## config.mk

```make
export PLATFORM = sky130hd
export DESIGN_NAME = job_dispatcher_with_idle_worker_pool_flat
export DESIGN_NICKNAME = d
export VERILOG_FILES = /design/src/hdl/jdisp_pkg.sv /design/src/hdl/jdisp_item_if.sv /design/src/hdl/jdisp_result_if.sv /design/src/hdl/jdisp_datapath.sv /design/src/hdl/jdisp_ctrl.sv /design/src/hdl/job_dispatcher_with_idle_worker_pool.sv /design/src/flat_wrapper.sv
export SDC_FILE = /design/constraint.sdc
export NUM_CORES = 1
export LEC_CHECK = 0
export BUFFER_PORTS_ARGS = -buffer_cell sky130_fd_sc_hd__buf_2
export CAP_MARGIN = 25
export CORE_MARGIN = 10
export CORE_UTILIZATION = 63
export DETAILED_ROUTE_END_ITERATION = 10
export GPL_ROUTABILITY_DRIVEN = 0
export PLACE_DENSITY = 0.81
export SKIP_CTS_REPAIR_TIMING = 1
export SLEW_MARGIN = 20
export SYNTH_ARGS = -nofsm -noshare
export SYNTH_HDL_FRONTEND = slang
export SYNTH_HIERARCHICAL = 1
export SYNTH_SLANG_ARGS = --single-unit
export TNS_END_PERCENT = 10
```

## constraint.sdc

```tcl
create_clock -name clk -period 7.3 [get_ports clk]
set_clock_uncertainty 0.1 [all_clocks]
set_input_delay 0.73 -clock clk [delete_from_list [all_inputs] [get_ports clk]]
set_output_delay 0.73 -clock clk [all_outputs]
set_load 0.02 [all_outputs]
```

## src/hdl/jdisp_pkg.sv

```systemverilog
// jdisp_pkg: sizes, codes and controller/datapath command types of the job dispatcher
// no dependencies; imported by every other file of the block

package jdisp_pkg;

	// sizing
	localparam int QUEUE_DEPTH = 16;
	localparam int MAX_WORKERS = 8;

	// field widths
	localparam int CFG_W    = 4;
	localparam int ACTION_W = 2;
	localparam int JOB_W    = 16;
	localparam int WORKER_W = 3;
	localparam int STATUS_W = 4;

	// derived widths
	localparam int QIW = $clog2(QUEUE_DEPTH);
	localparam int QCW = $clog2(QUEUE_DEPTH + 1);
	localparam int SIW = (MAX_WORKERS > 1) ? $clog2(MAX_WORKERS) : 1;
	localparam int ICW = $clog2(MAX_WORKERS + 1);

	typedef enum logic [ACTION_W-1:0] {
		ACT_ADD      = 2'd0,
		ACT_RETRACT  = 2'd1,
		ACT_RETURN   = 2'd2,
		ACT_SHUTDOWN = 2'd3
	} action_t;

	typedef enum logic [STATUS_W-1:0] {
		STS_DISPATCHED = 4'd0,
		STS_QUEUED     = 4'd1,
		STS_ABANDONED  = 4'd2,
		STS_INVALID    = 4'd3,
		STS_RETRACTED  = 4'd4,
		STS_NOT_FOUND  = 4'd5,
		STS_IGNORED    = 4'd6,
		STS_IDLE       = 4'd7,
		STS_FULL       = 4'd8,
		STS_SHUTDOWN   = 4'd9
	} status_t;

	// source of the job field of a result
	typedef enum logic [1:0] {
		JSEL_NONE  = 2'd0,
		JSEL_ITEM  = 2'd1,
		JSEL_QUEUE = 2'd2,
		JSEL_HOLD  = 2'd3
	} job_sel_t;

	// source of the worker field of a result
	typedef enum logic [1:0] {
		WSEL_NONE  = 2'd0,
		WSEL_ITEM  = 2'd1,
		WSEL_STACK = 2'd2
	} worker_sel_t;

	// controller to datapath
	typedef struct packed {
		logic        latch;        // capture the accepted word
		logic        res_load;     // load the output register
		status_t     res_status;
		job_sel_t    res_job_sel;
		worker_sel_t res_worker_sel;
		logic        res_last;
		logic        pop_idle;     // take the worker on top of the idle stack
		logic        push_idle;    // put the returning worker on the idle stack
		logic        enqueue;      // append the job to the queue
		logic        walk_init;    // start a pass over the queue
		logic        init_idx_one; // pass starts at entry one
		logic        init_found;   // gap already open at entry zero
		logic        hold_capture; // keep the head job
		logic        walk_step;    // advance the pass by one entry
		logic        shift_write;  // move the current entry down by one
		logic        set_found;
		logic        cnt_dec;
		logic        cnt_clear;
		logic        set_dying;
	} cmd_t;

	// datapath to controller
	typedef struct packed {
		action_t action;
		logic    job_zero;
		logic    dying;
		logic    idle_empty;
		logic    queue_full;
		logic    queue_empty;
		logic    walk_end;
		logic    found;
		logic    match;
		logic    out_free;
	} sts_t;

endpackage

```

## src/hdl/jdisp_item_if.sv

```systemverilog
// jdisp_item_if: handshake channel for input words of the job dispatcher
// depends on jdisp_pkg for field widths

interface jdisp_item_if import jdisp_pkg::*; ();
	logic                valid;
	logic                ready;
	logic [ACTION_W-1:0] action;
	logic [JOB_W-1:0]    job_id;
	logic [WORKER_W-1:0] worker;

	modport source (output valid, output action, output job_id, output worker, input ready);
	modport sink (input valid, input action, input job_id, input worker, output ready);
endinterface

```

## src/hdl/jdisp_result_if.sv

```systemverilog
// jdisp_result_if: handshake channel for result words of the job dispatcher
// depends on jdisp_pkg for field widths

interface jdisp_result_if import jdisp_pkg::*; ();
	logic                valid;
	logic                ready;
	logic [STATUS_W-1:0] status;
	logic [JOB_W-1:0]    out_job;
	logic [WORKER_W-1:0] out_worker;
	logic                last;

	modport source (output valid, output status, output out_job, output out_worker,
		output last, input ready);
	modport sink (input valid, input status, input out_job, input out_worker,
		input last, output ready);
endinterface

```

## src/hdl/jdisp_datapath.sv

```systemverilog
// jdisp_datapath: job queue, idle worker stack, counters, pass index and output register
// depends on jdisp_pkg; driven by jdisp_ctrl through cmd_t, reports through sts_t

module jdisp_datapath import jdisp_pkg::*; (
	input  logic                clk,
	input  logic                arst_n,
	input  logic                cfg_we,
	input  logic [CFG_W-1:0]    cfg_data,
	input  logic [ACTION_W-1:0] item_action,
	input  logic [JOB_W-1:0]    item_job_id,
	input  logic [WORKER_W-1:0] item_worker,
	input  logic                res_ready,
	output logic                res_valid,
	output logic [STATUS_W-1:0] res_status,
	output logic [JOB_W-1:0]    res_job,
	output logic [WORKER_W-1:0] res_worker,
	output logic                res_last,
	input  cmd_t                cmd,
	output sts_t                sts
);

	logic [ACTION_W-1:0] act_q;
	logic [JOB_W-1:0]    job_q;
	logic [WORKER_W-1:0] wkr_q;
	logic [JOB_W-1:0]    hold_q;
	logic [QCW-1:0]      idx_q;
	logic                found_q;
	logic [JOB_W-1:0]    queue_q [QUEUE_DEPTH];
	logic [QCW-1:0]      qcnt_q;
	logic [WORKER_W-1:0] stack_q [MAX_WORKERS];
	logic [ICW-1:0]      icnt_q;
	logic                dying_q;
	logic                out_valid_q;
	logic [STATUS_W-1:0] out_status_q;
	logic [JOB_W-1:0]    out_job_q;
	logic [WORKER_W-1:0] out_worker_q;
	logic                out_last_q;

	logic [JOB_W-1:0]    q_rd;
	logic [QCW-1:0]      idx_prev;
	logic [ICW-1:0]      icnt_dec;
	logic [WORKER_W-1:0] stack_top;
	logic                idle_full;
	logic                out_free;
	logic                reload;
	logic [JOB_W-1:0]    job_mux;
	logic [WORKER_W-1:0] worker_mux;

	assign q_rd      = queue_q[idx_q[QIW-1:0]];
	assign idx_prev  = idx_q - 1'b1;
	assign icnt_dec  = icnt_q - 1'b1;
	assign stack_top = stack_q[icnt_dec[SIW-1:0]];
	assign idle_full = (icnt_q == ICW'(MAX_WORKERS));
	assign out_free  = !out_valid_q || res_ready;
	assign reload    = cfg_we && (cfg_data != '0);

	always_comb begin
		unique case (cmd.res_job_sel)
			JSEL_ITEM:  job_mux = job_q;
			JSEL_QUEUE: job_mux = q_rd;
			JSEL_HOLD:  job_mux = hold_q;
			default:    job_mux = '0;
		endcase
		unique case (cmd.res_worker_sel)
			WSEL_ITEM:  worker_mux = wkr_q;
			WSEL_STACK: worker_mux = stack_top;
			default:    worker_mux = '0;
		endcase
	end

	always_comb begin
		sts.action      = action_t'(act_q);
		sts.job_zero    = (job_q == '0);
		sts.dying       = dying_q;
		sts.idle_empty  = (icnt_q == '0);
		sts.queue_full  = (qcnt_q == QCW'(QUEUE_DEPTH));
		sts.queue_empty = (qcnt_q == '0);
		sts.walk_end    = (idx_q == qcnt_q);
		sts.found       = found_q;
		sts.match       = (q_rd == job_q);
		sts.out_free    = out_free;
	end

	// control state and idle stack
	always_ff @(posedge clk or negedge arst_n) begin
		if (!arst_n) begin
			qcnt_q      <= '0;
			icnt_q      <= ICW'(MAX_WORKERS);
			dying_q     <= 1'b0;
			idx_q       <= '0;
			found_q     <= 1'b0;
			out_valid_q <= 1'b0;
			for (int i = 0; i < MAX_WORKERS; i++) begin
				stack_q[i] <= WORKER_W'(i);
			end
		end else begin
			if (cmd.res_load) begin
				out_valid_q <= 1'b1;
			end else if (res_ready) begin
				out_valid_q <= 1'b0;
			end
			if (reload) begin
				// clamp to pool size
				if (32'(cfg_data) > MAX_WORKERS) begin
					icnt_q <= ICW'(MAX_WORKERS);
				end else begin
					icnt_q <= ICW'(cfg_data);
				end
				qcnt_q  <= '0;
				dying_q <= 1'b0;
				for (int i = 0; i < MAX_WORKERS; i++) begin
					stack_q[i] <= WORKER_W'(i);
				end
			end else begin
				if (cmd.pop_idle) begin
					icnt_q <= icnt_dec;
				end else if (cmd.push_idle && !idle_full) begin
					stack_q[icnt_q[SIW-1:0]] <= wkr_q;
					icnt_q <= icnt_q + 1'b1;
				end
				if (cmd.cnt_clear) begin
					qcnt_q <= '0;
				end else if (cmd.enqueue) begin
					qcnt_q <= qcnt_q + 1'b1;
				end else if (cmd.cnt_dec) begin
					qcnt_q <= qcnt_q - 1'b1;
				end
				if (cmd.set_dying) begin
					dying_q <= 1'b1;
				end
				if (cmd.walk_init) begin
					idx_q   <= cmd.init_idx_one ? QCW'(1) : '0;
					found_q <= cmd.init_found;
				end else begin
					if (cmd.walk_step) begin
						idx_q <= idx_q + 1'b1;
					end
					if (cmd.set_found) begin
						found_q <= 1'b1;
					end
				end
			end
		end
	end

	// payload: captured word, queue entries, result fields
	always_ff @(posedge clk) begin
		if (cmd.latch) begin
			act_q <= item_action;
			job_q <= item_job_id;
			wkr_q <= item_worker;
		end
		if (cmd.hold_capture) begin
			hold_q <= queue_q[0];
		end
		if (cmd.enqueue) begin
			queue_q[qcnt_q[QIW-1:0]] <= job_q;
		end else if (cmd.shift_write) begin
			queue_q[idx_prev[QIW-1:0]] <= q_rd;
		end
		if (cmd.res_load) begin
			out_status_q <= cmd.res_status;
			out_job_q    <= job_mux;
			out_worker_q <= worker_mux;
			out_last_q   <= cmd.res_last;
		end
	end

	assign res_valid  = out_valid_q;
	assign res_status = out_status_q;
	assign res_job    = out_job_q;
	assign res_worker = out_worker_q;
	assign res_last   = out_last_q;

endmodule

```

## src/hdl/jdisp_ctrl.sv

```systemverilog
// jdisp_ctrl: state machine that sequences one input word at a time
// depends on jdisp_pkg; drives jdisp_datapath through cmd_t

module jdisp_ctrl import jdisp_pkg::*; (
	input  logic clk,
	input  logic arst_n,
	input  logic item_valid,
	output logic item_ready,
	input  sts_t sts,
	output cmd_t cmd
);

	typedef enum logic [2:0] {
		S_IDLE = 3'b001,
		S_EXEC = 3'b010,
		S_WALK = 3'b100
	} state_t;

	state_t state_q;
	state_t state_d;

	assign item_ready = (state_q == S_IDLE);

	always_comb begin
		cmd     = '0;
		state_d = state_q;
		unique case (state_q)
			S_IDLE: begin
				if (item_valid) begin
					cmd.latch = 1'b1;
					state_d   = S_EXEC;
				end
			end
			S_EXEC: begin
				unique case (sts.action)
					ACT_ADD: begin
						if (sts.out_free) begin
							cmd.res_load    = 1'b1;
							cmd.res_last    = 1'b1;
							cmd.res_job_sel = JSEL_ITEM;
							state_d         = S_IDLE;
							priority if (sts.job_zero) begin
								cmd.res_status  = STS_INVALID;
								cmd.res_job_sel = JSEL_NONE;
							end else if (sts.dying) begin
								cmd.res_status = STS_ABANDONED;
							end else if (!sts.idle_empty) begin
								cmd.res_status     = STS_DISPATCHED;
								cmd.res_worker_sel = WSEL_STACK;
								cmd.pop_idle       = 1'b1;
							end else if (!sts.queue_full) begin
								cmd.res_status = STS_QUEUED;
								cmd.enqueue    = 1'b1;
							end else begin
								cmd.res_status = STS_FULL;
							end
						end
					end
					ACT_RETRACT: begin
						if (sts.job_zero || sts.dying) begin
							if (sts.out_free) begin
								cmd.res_load    = 1'b1;
								cmd.res_last    = 1'b1;
								cmd.res_status  = sts.job_zero ? STS_INVALID : STS_IGNORED;
								cmd.res_job_sel = sts.job_zero ? JSEL_NONE : JSEL_ITEM;
								state_d         = S_IDLE;
							end
						end else begin
							cmd.walk_init = 1'b1;
							state_d       = S_WALK;
						end
					end
					ACT_RETURN: begin
						if (!sts.dying && !sts.queue_empty) begin
							// head leaves, rest of the queue moves down
							cmd.walk_init    = 1'b1;
							cmd.init_idx_one = 1'b1;
							cmd.init_found   = 1'b1;
							cmd.hold_capture = 1'b1;
							state_d          = S_WALK;
						end else if (sts.out_free) begin
							cmd.res_load       = 1'b1;
							cmd.res_last       = 1'b1;
							cmd.res_status     = STS_IDLE;
							cmd.res_worker_sel = WSEL_ITEM;
							cmd.push_idle      = 1'b1;
							state_d            = S_IDLE;
						end
					end
					default: begin
						cmd.set_dying = 1'b1;
						cmd.walk_init = 1'b1;
						state_d       = S_WALK;
					end
				endcase
			end
			S_WALK: begin
				if (sts.walk_end) begin
					if (sts.out_free) begin
						cmd.res_load = 1'b1;
						cmd.res_last = 1'b1;
						state_d      = S_IDLE;
						unique case (sts.action)
							ACT_RETRACT: begin
								cmd.res_status  = sts.found ? STS_RETRACTED : STS_NOT_FOUND;
								cmd.res_job_sel = JSEL_ITEM;
								cmd.cnt_dec     = sts.found;
							end
							ACT_RETURN: begin
								cmd.res_status     = STS_DISPATCHED;
								cmd.res_job_sel    = JSEL_HOLD;
								cmd.res_worker_sel = WSEL_ITEM;
								cmd.cnt_dec        = 1'b1;
							end
							default: begin
								cmd.res_status = STS_SHUTDOWN;
								cmd.cnt_clear  = 1'b1;
							end
						endcase
					end
				end else if (sts.action == ACT_SHUTDOWN) begin
					if (sts.out_free) begin
						cmd.res_load    = 1'b1;
						cmd.res_status  = STS_ABANDONED;
						cmd.res_job_sel = JSEL_QUEUE;
						cmd.walk_step   = 1'b1;
					end
				end else begin
					cmd.walk_step = 1'b1;
					if (sts.found) begin
						cmd.shift_write = 1'b1;
					end else if (sts.match) begin
						cmd.set_found = 1'b1;
					end
				end
			end
			default: begin
				state_d = S_IDLE;
			end
		endcase
	end

	always_ff @(posedge clk or negedge arst_n) begin
		if (!arst_n) begin
			state_q <= S_IDLE;
		end else begin
			state_q <= state_d;
		end
	end

endmodule

```

## src/hdl/job_dispatcher_with_idle_worker_pool.sv

```systemverilog
// job_dispatcher_with_idle_worker_pool: top level of the job dispatcher
// depends on jdisp_pkg, jdisp_item_if, jdisp_result_if, jdisp_ctrl, jdisp_datapath

// Hands job ids to a pool of workers. Jobs wait in a first-in, first-out queue of
// QUEUE_DEPTH entries, idle workers sit on a last-in, first-out stack, and a shutdown
// word makes every later add come back abandoned until num_workers is written again.
// One input word is handled at a time: ready is high only between words. Retract and
// shutdown walk the queue one entry per cycle, a shutdown only while the output
// register is free or being emptied; a return that takes the head job moves the
// remaining entries down. Shutdown gives one abandoned word per queued job and then
// a shutdown-done word, the last word of every input carrying last. A result waiting
// in the output register with result.ready low stalls the block wherever it must
// load a result. A num_workers write is registered and must come only while the
// block is between words and the last result has been taken; zero is ignored and
// values above MAX_WORKERS are clamped.

module job_dispatcher_with_idle_worker_pool import jdisp_pkg::*; (
	input  logic                  clk,
	input  logic                  arst_n,
	input  logic                  cfg_we,
	input  logic [CFG_W-1:0]      cfg_data,
	jdisp_item_if.sink            item,
	jdisp_result_if.source        result
);

	cmd_t cmd;
	sts_t sts;
	logic item_ready;

	assign item.ready = item_ready;

	// sequencing of each word
	jdisp_ctrl u_ctrl (
		.clk        (clk),
		.arst_n     (arst_n),
		.item_valid (item.valid),
		.item_ready (item_ready),
		.sts        (sts),
		.cmd        (cmd)
	);

	// queue, idle stack and output register
	jdisp_datapath u_dp (
		.clk         (clk),
		.arst_n      (arst_n),
		.cfg_we      (cfg_we),
		.cfg_data    (cfg_data),
		.item_action (item.action),
		.item_job_id (item.job_id),
		.item_worker (item.worker),
		.res_ready   (result.ready),
		.res_valid   (result.valid),
		.res_status  (result.status),
		.res_job     (result.out_job),
		.res_worker  (result.out_worker),
		.res_last    (result.last),
		.cmd         (cmd),
		.sts         (sts)
	);

endmodule

```

## src/flat_wrapper.sv

```systemverilog
// flat-port wrapper written by rule: the top's interface ports become plain ports
module job_dispatcher_with_idle_worker_pool_flat import jdisp_pkg::*;
  (clk, arst_n, cfg_we, cfg_data, item_valid, item_action, item_job_id, item_worker, item_ready, result_valid, result_status, result_out_job, result_out_worker, result_last, result_ready);
  jdisp_item_if item_i ();
  jdisp_result_if result_i ();
  input  logic clk;
  input  logic arst_n;
  input  logic cfg_we;
  input  logic [CFG_W-1:0] cfg_data;
  input wire logic [$bits(item_i.valid)-1:0] item_valid;
  input wire logic [$bits(item_i.action)-1:0] item_action;
  input wire logic [$bits(item_i.job_id)-1:0] item_job_id;
  input wire logic [$bits(item_i.worker)-1:0] item_worker;
  output wire logic [$bits(item_i.ready)-1:0] item_ready;
  output wire logic [$bits(result_i.valid)-1:0] result_valid;
  output wire logic [$bits(result_i.status)-1:0] result_status;
  output wire logic [$bits(result_i.out_job)-1:0] result_out_job;
  output wire logic [$bits(result_i.out_worker)-1:0] result_out_worker;
  output wire logic [$bits(result_i.last)-1:0] result_last;
  input wire logic [$bits(result_i.ready)-1:0] result_ready;
  assign item_i.valid = item_valid;
  assign item_i.action = item_action;
  assign item_i.job_id = item_job_id;
  assign item_i.worker = item_worker;
  assign item_ready = item_i.ready;
  assign result_valid = result_i.valid;
  assign result_status = result_i.status;
  assign result_out_job = result_i.out_job;
  assign result_out_worker = result_i.out_worker;
  assign result_last = result_i.last;
  assign result_i.ready = result_ready;
  job_dispatcher_with_idle_worker_pool u_core (.clk(clk), .arst_n(arst_n), .cfg_we(cfg_we), .cfg_data(cfg_data), .item(item_i), .result(result_i));
endmodule
```

==> flow_summary.yaml <==
drt:
  post_drt_wl_per_cell_um: 24.8
  drc: 0
  firstDrtPassIters: 5
  via_per_inst: 6.51
  dr_total_vias: 9078
  drt-total-wl_mm: 34.6
  drt-initial-drc-count: 1239
  ant_nets: 0
placed_design:
  io_buffers: 55
  place_area_um2: 16200
  dp.cells: 1327
  dp_slack_ns: 2.24
  hpwlAfterDp_mm: 22.2
die:
  dieArea_um2: 31400
  initial_core_util: 0.641
  coreArea_um2: 24300
  chipWidth_um: 177
  rows: 57
  num_io_pins: 56
  die_h_um: 177
grt:
  grt_pass1_wl_mm: 53.1
  grt_pass1_vias: 8862
  grt_max_degree: 50
  overflow: 0
  antenna_found_initial: 0
  grt_usage: 0.219
critical_path:
  required_ns: 7.44
  critPathArrivalTime_ns: 5.12
  crit_type: "reg2reg"
  cp_max_fo: 29
  startpoint_type: "register"
  end_kind: "register"
timing:
  period_needed_ns: 4.99
  max_slew_margin: 0.324
  finalHoldViolations: 0
  max_freq_mhz: 201
  rsz0062_at_grt: "false"
  finalSetupViolations: 0
  finalSetupTns_ns: 0
  fin_crit_sh: 0.683
  setup_ws_ns: 2.31
  drv_slew: 0
  tightest_slew_ns: 1.00
synthesis:
  synth_nets: 1014
  synth_edf_count: 317
  seq_area_frac_synth: 0.683
  syn-cell-area_um2: 15600
  synth_ff_type: "edfxtp_1"
  synthDistinctLibCells: 63
  ys_ff_latch: 361
  synthArstFlopShare: 0.122
  synth_area_per_cell_um2: 16.1
  synthCells: 969
  yosys_warnings: 6
flow_run:
  maxCapViolations: 0
clocking:
  cts_tree: "yes"
  htree_levels: 2
  cts_made_buffers: 37
  cts_max_path_buffers: 3
  ctsRootBufferMaster: "clkbuf_16"
  clock_latency_ns: 0.54
  cts_sinks: 361
  clkTransAtPathRegs_ns: 0.06
final_layout:
  drive_gt1_frac: 0.234
  finalInstanceArea_um2: 17400
  nets: 1089
  n_antenna_cell: 0
  fill_cells: 1438
  area_growth_pct: 11.7
  fin_cells: 1394
pwr:
  p_int_w: 0.00356
  power_w: 0.00470
  power_frac_seq: 0.522
  vdd_drop_max_mv: 0.217
  p_clk_frac: 0.375
  p_leak_nw: 5.85
  power-per-cell-area_nw_per_um2: 270
  p_sw_frac: 0.243
  comb_power_share: 0.103
  switchingPower_w: 0.00114
run_status:
  status: "finished, final reports clean"
min_path:
  hp-class: "in2reg"
[worst max-delay path, stage by stage (launching register included)]
cell and delay, ns:
dfrtp_1 0.56, inv_1 0.21, ha_1 0.22, nor2b_1 0.22
nor2b_1 0.28, nand2_1 0.12, nor3_1 0.48, inv_1 0.33
nand2_1 0.77, nand2_1 0.16, o21ai_0 0.15, nand2_1 0.22
nor2_1 0.54, buf_4 0.32
[worst paths after layout]
kind | startpoint | endpoint | slack, ns | cells after the start
max | u_core/u_dp/icnt_q[0]$_DFFE_PN0P_ | u_core/u_dp/queue_q[13][11]$_DFFE_PP_ | 2.31 | 13
min | item_job_id[12] | u_core/u_dp/job_q[12]$_DFFE_PP_ | 0.29 | 1
max reg2reg | u_core/u_dp/icnt_q[0]$_DFFE_PN0P_ | u_core/u_dp/queue_q[13][11]$_DFFE_PP_ | 2.31 | 13
min reg2reg | u_core/u_dp/queue_q[0][10]$_DFFE_PP_ | u_core/u_dp/hold_q[10]$_DFFE_PP_ | 0.35 | 0
max in group asynchronous | arst_n | u_core/u_dp/stack_q[16]$_DFFE_PN1P_ | 6.03 | 3
min in group asynchronous | arst_n | u_core/u_dp/stack_q[3]$_DFFE_PN0P_ | 0.53 | 2
[cells in the final DEF (no fill, tap or decap), types with 9 or more instances in the layout]
cell	n
edfxtp_1	317
nand2_1	67
nor2_1	60
buf_2	55
mux2i_1	51
o21ai_0	44
mux4_2	41
mux2_2	39
clkbuf_16	37
buf_4	33
dfrtp_1	28
a21oi_1	17
nor3_1	17
xnor2_1	17
inv_1	16
nand3_1	15
ha_1	14
dfstp_2	14
a22oi_1	13
mux4_1	13
xor2_1	13
nor2b_1	10
a22o_1	10
nor3b_1	9
[cell type report]
cell class                 count  area, um^2  area share
inverter                      16        60.1     0.00345
sequential                   361       10600       0.612
tap                          324         405      0.0233
clock buffer                  44         952      0.0547
timing repair buffer          90         553      0.0318
clock inverter                21         184      0.0106
multi-input combinational    538        4610       0.265
[power groups by stage]
stage / logic (W) / clock network (W) / registers, W
after detailed placement: 0.000472 / 0 / 0.00250
after global routing: 0.000523 / 0.00187 / 0.00246
after global placement: 0.000459 / 0 / 0.00249
after floorplan: 0.000335 / 0 / 0.00247
final: 0.000484 / 0.00177 / 0.00246
after CTS: 0.000478 / 0.00179 / 0.00245
[cell usage after synthesis (all sizes together), types with 13 or more instances]
library cell / number / area, um^2
ha: 14 / 175
nand2: 67 / 251
mux2i: 51 / 510
inv: 16 / 60.1
dfstp: 14 / 368
clkbuf: 28 / 105
xnor2: 17 / 149
a21oi: 18 / 90.1
o21ai: 45 / 225
xor2: 13 / 114
dfrtp: 30 / 751
mux2: 39 / 439
nand3: 15 / 75.1
a22oi: 13 / 97.6
buf: 26 / 190
mux4: 54 / 1260
edfxtp: 317 / 9520
nor2: 61 / 236
nor3: 19 / 100
[through the flow]
stage          hold slack (ns)   util
2_1_floorplan            0.318      -
3_3_place_gp             0.331  0.668
3_5_place_dp             0.336  0.668
4_1_cts                  0.276  0.715
5_1_grt                  0.285  0.716
6_report                 0.292  0.716
[kinds of logic (layout without fill, tap and decap cells)]
group	after synthesis	in the layout	synth area share
flops	361	361	0.683
simple gates	216	216	0.0667
mux	144	144	0.142
compound gates	133	133	0.0564
buf+inv	70	171	0.0228
xor+xnor	30	30	0.0169
fa+ha+maj	15	15	0.0125
[state kept, by name (all words and copies together), names as in the netlist, 4 cells and up]
signal,flops
u_core/u_dp/qcnt_q,5
u_core/u_dp/res_job,16
u_core/u_dp/icnt_q,4
u_core/u_dp/queue_q,256
u_core/u_dp/res_status,4
u_core/u_dp/hold_q,16
u_core/u_dp/idx_q,5
u_core/u_dp/stack_q,24
u_core/u_dp/job_q,16
[routing by layer]
| metal | vias to the layer above | share of wire | global-route usage |
|---|---|---|---|
| met5 | - | 0 | 0 |
| met4 | 0 | 0.022 | 0.0573 |
| met3 | 69 | 0.11 | 0.0546 |
| met2 | 517 | 0.46 | 0.335 |
| met1 | 4570 | 0.41 | 0.312 |
| li1 | 3922 | - | - |
Note: power is estimated with default switching activity, not from simulation.
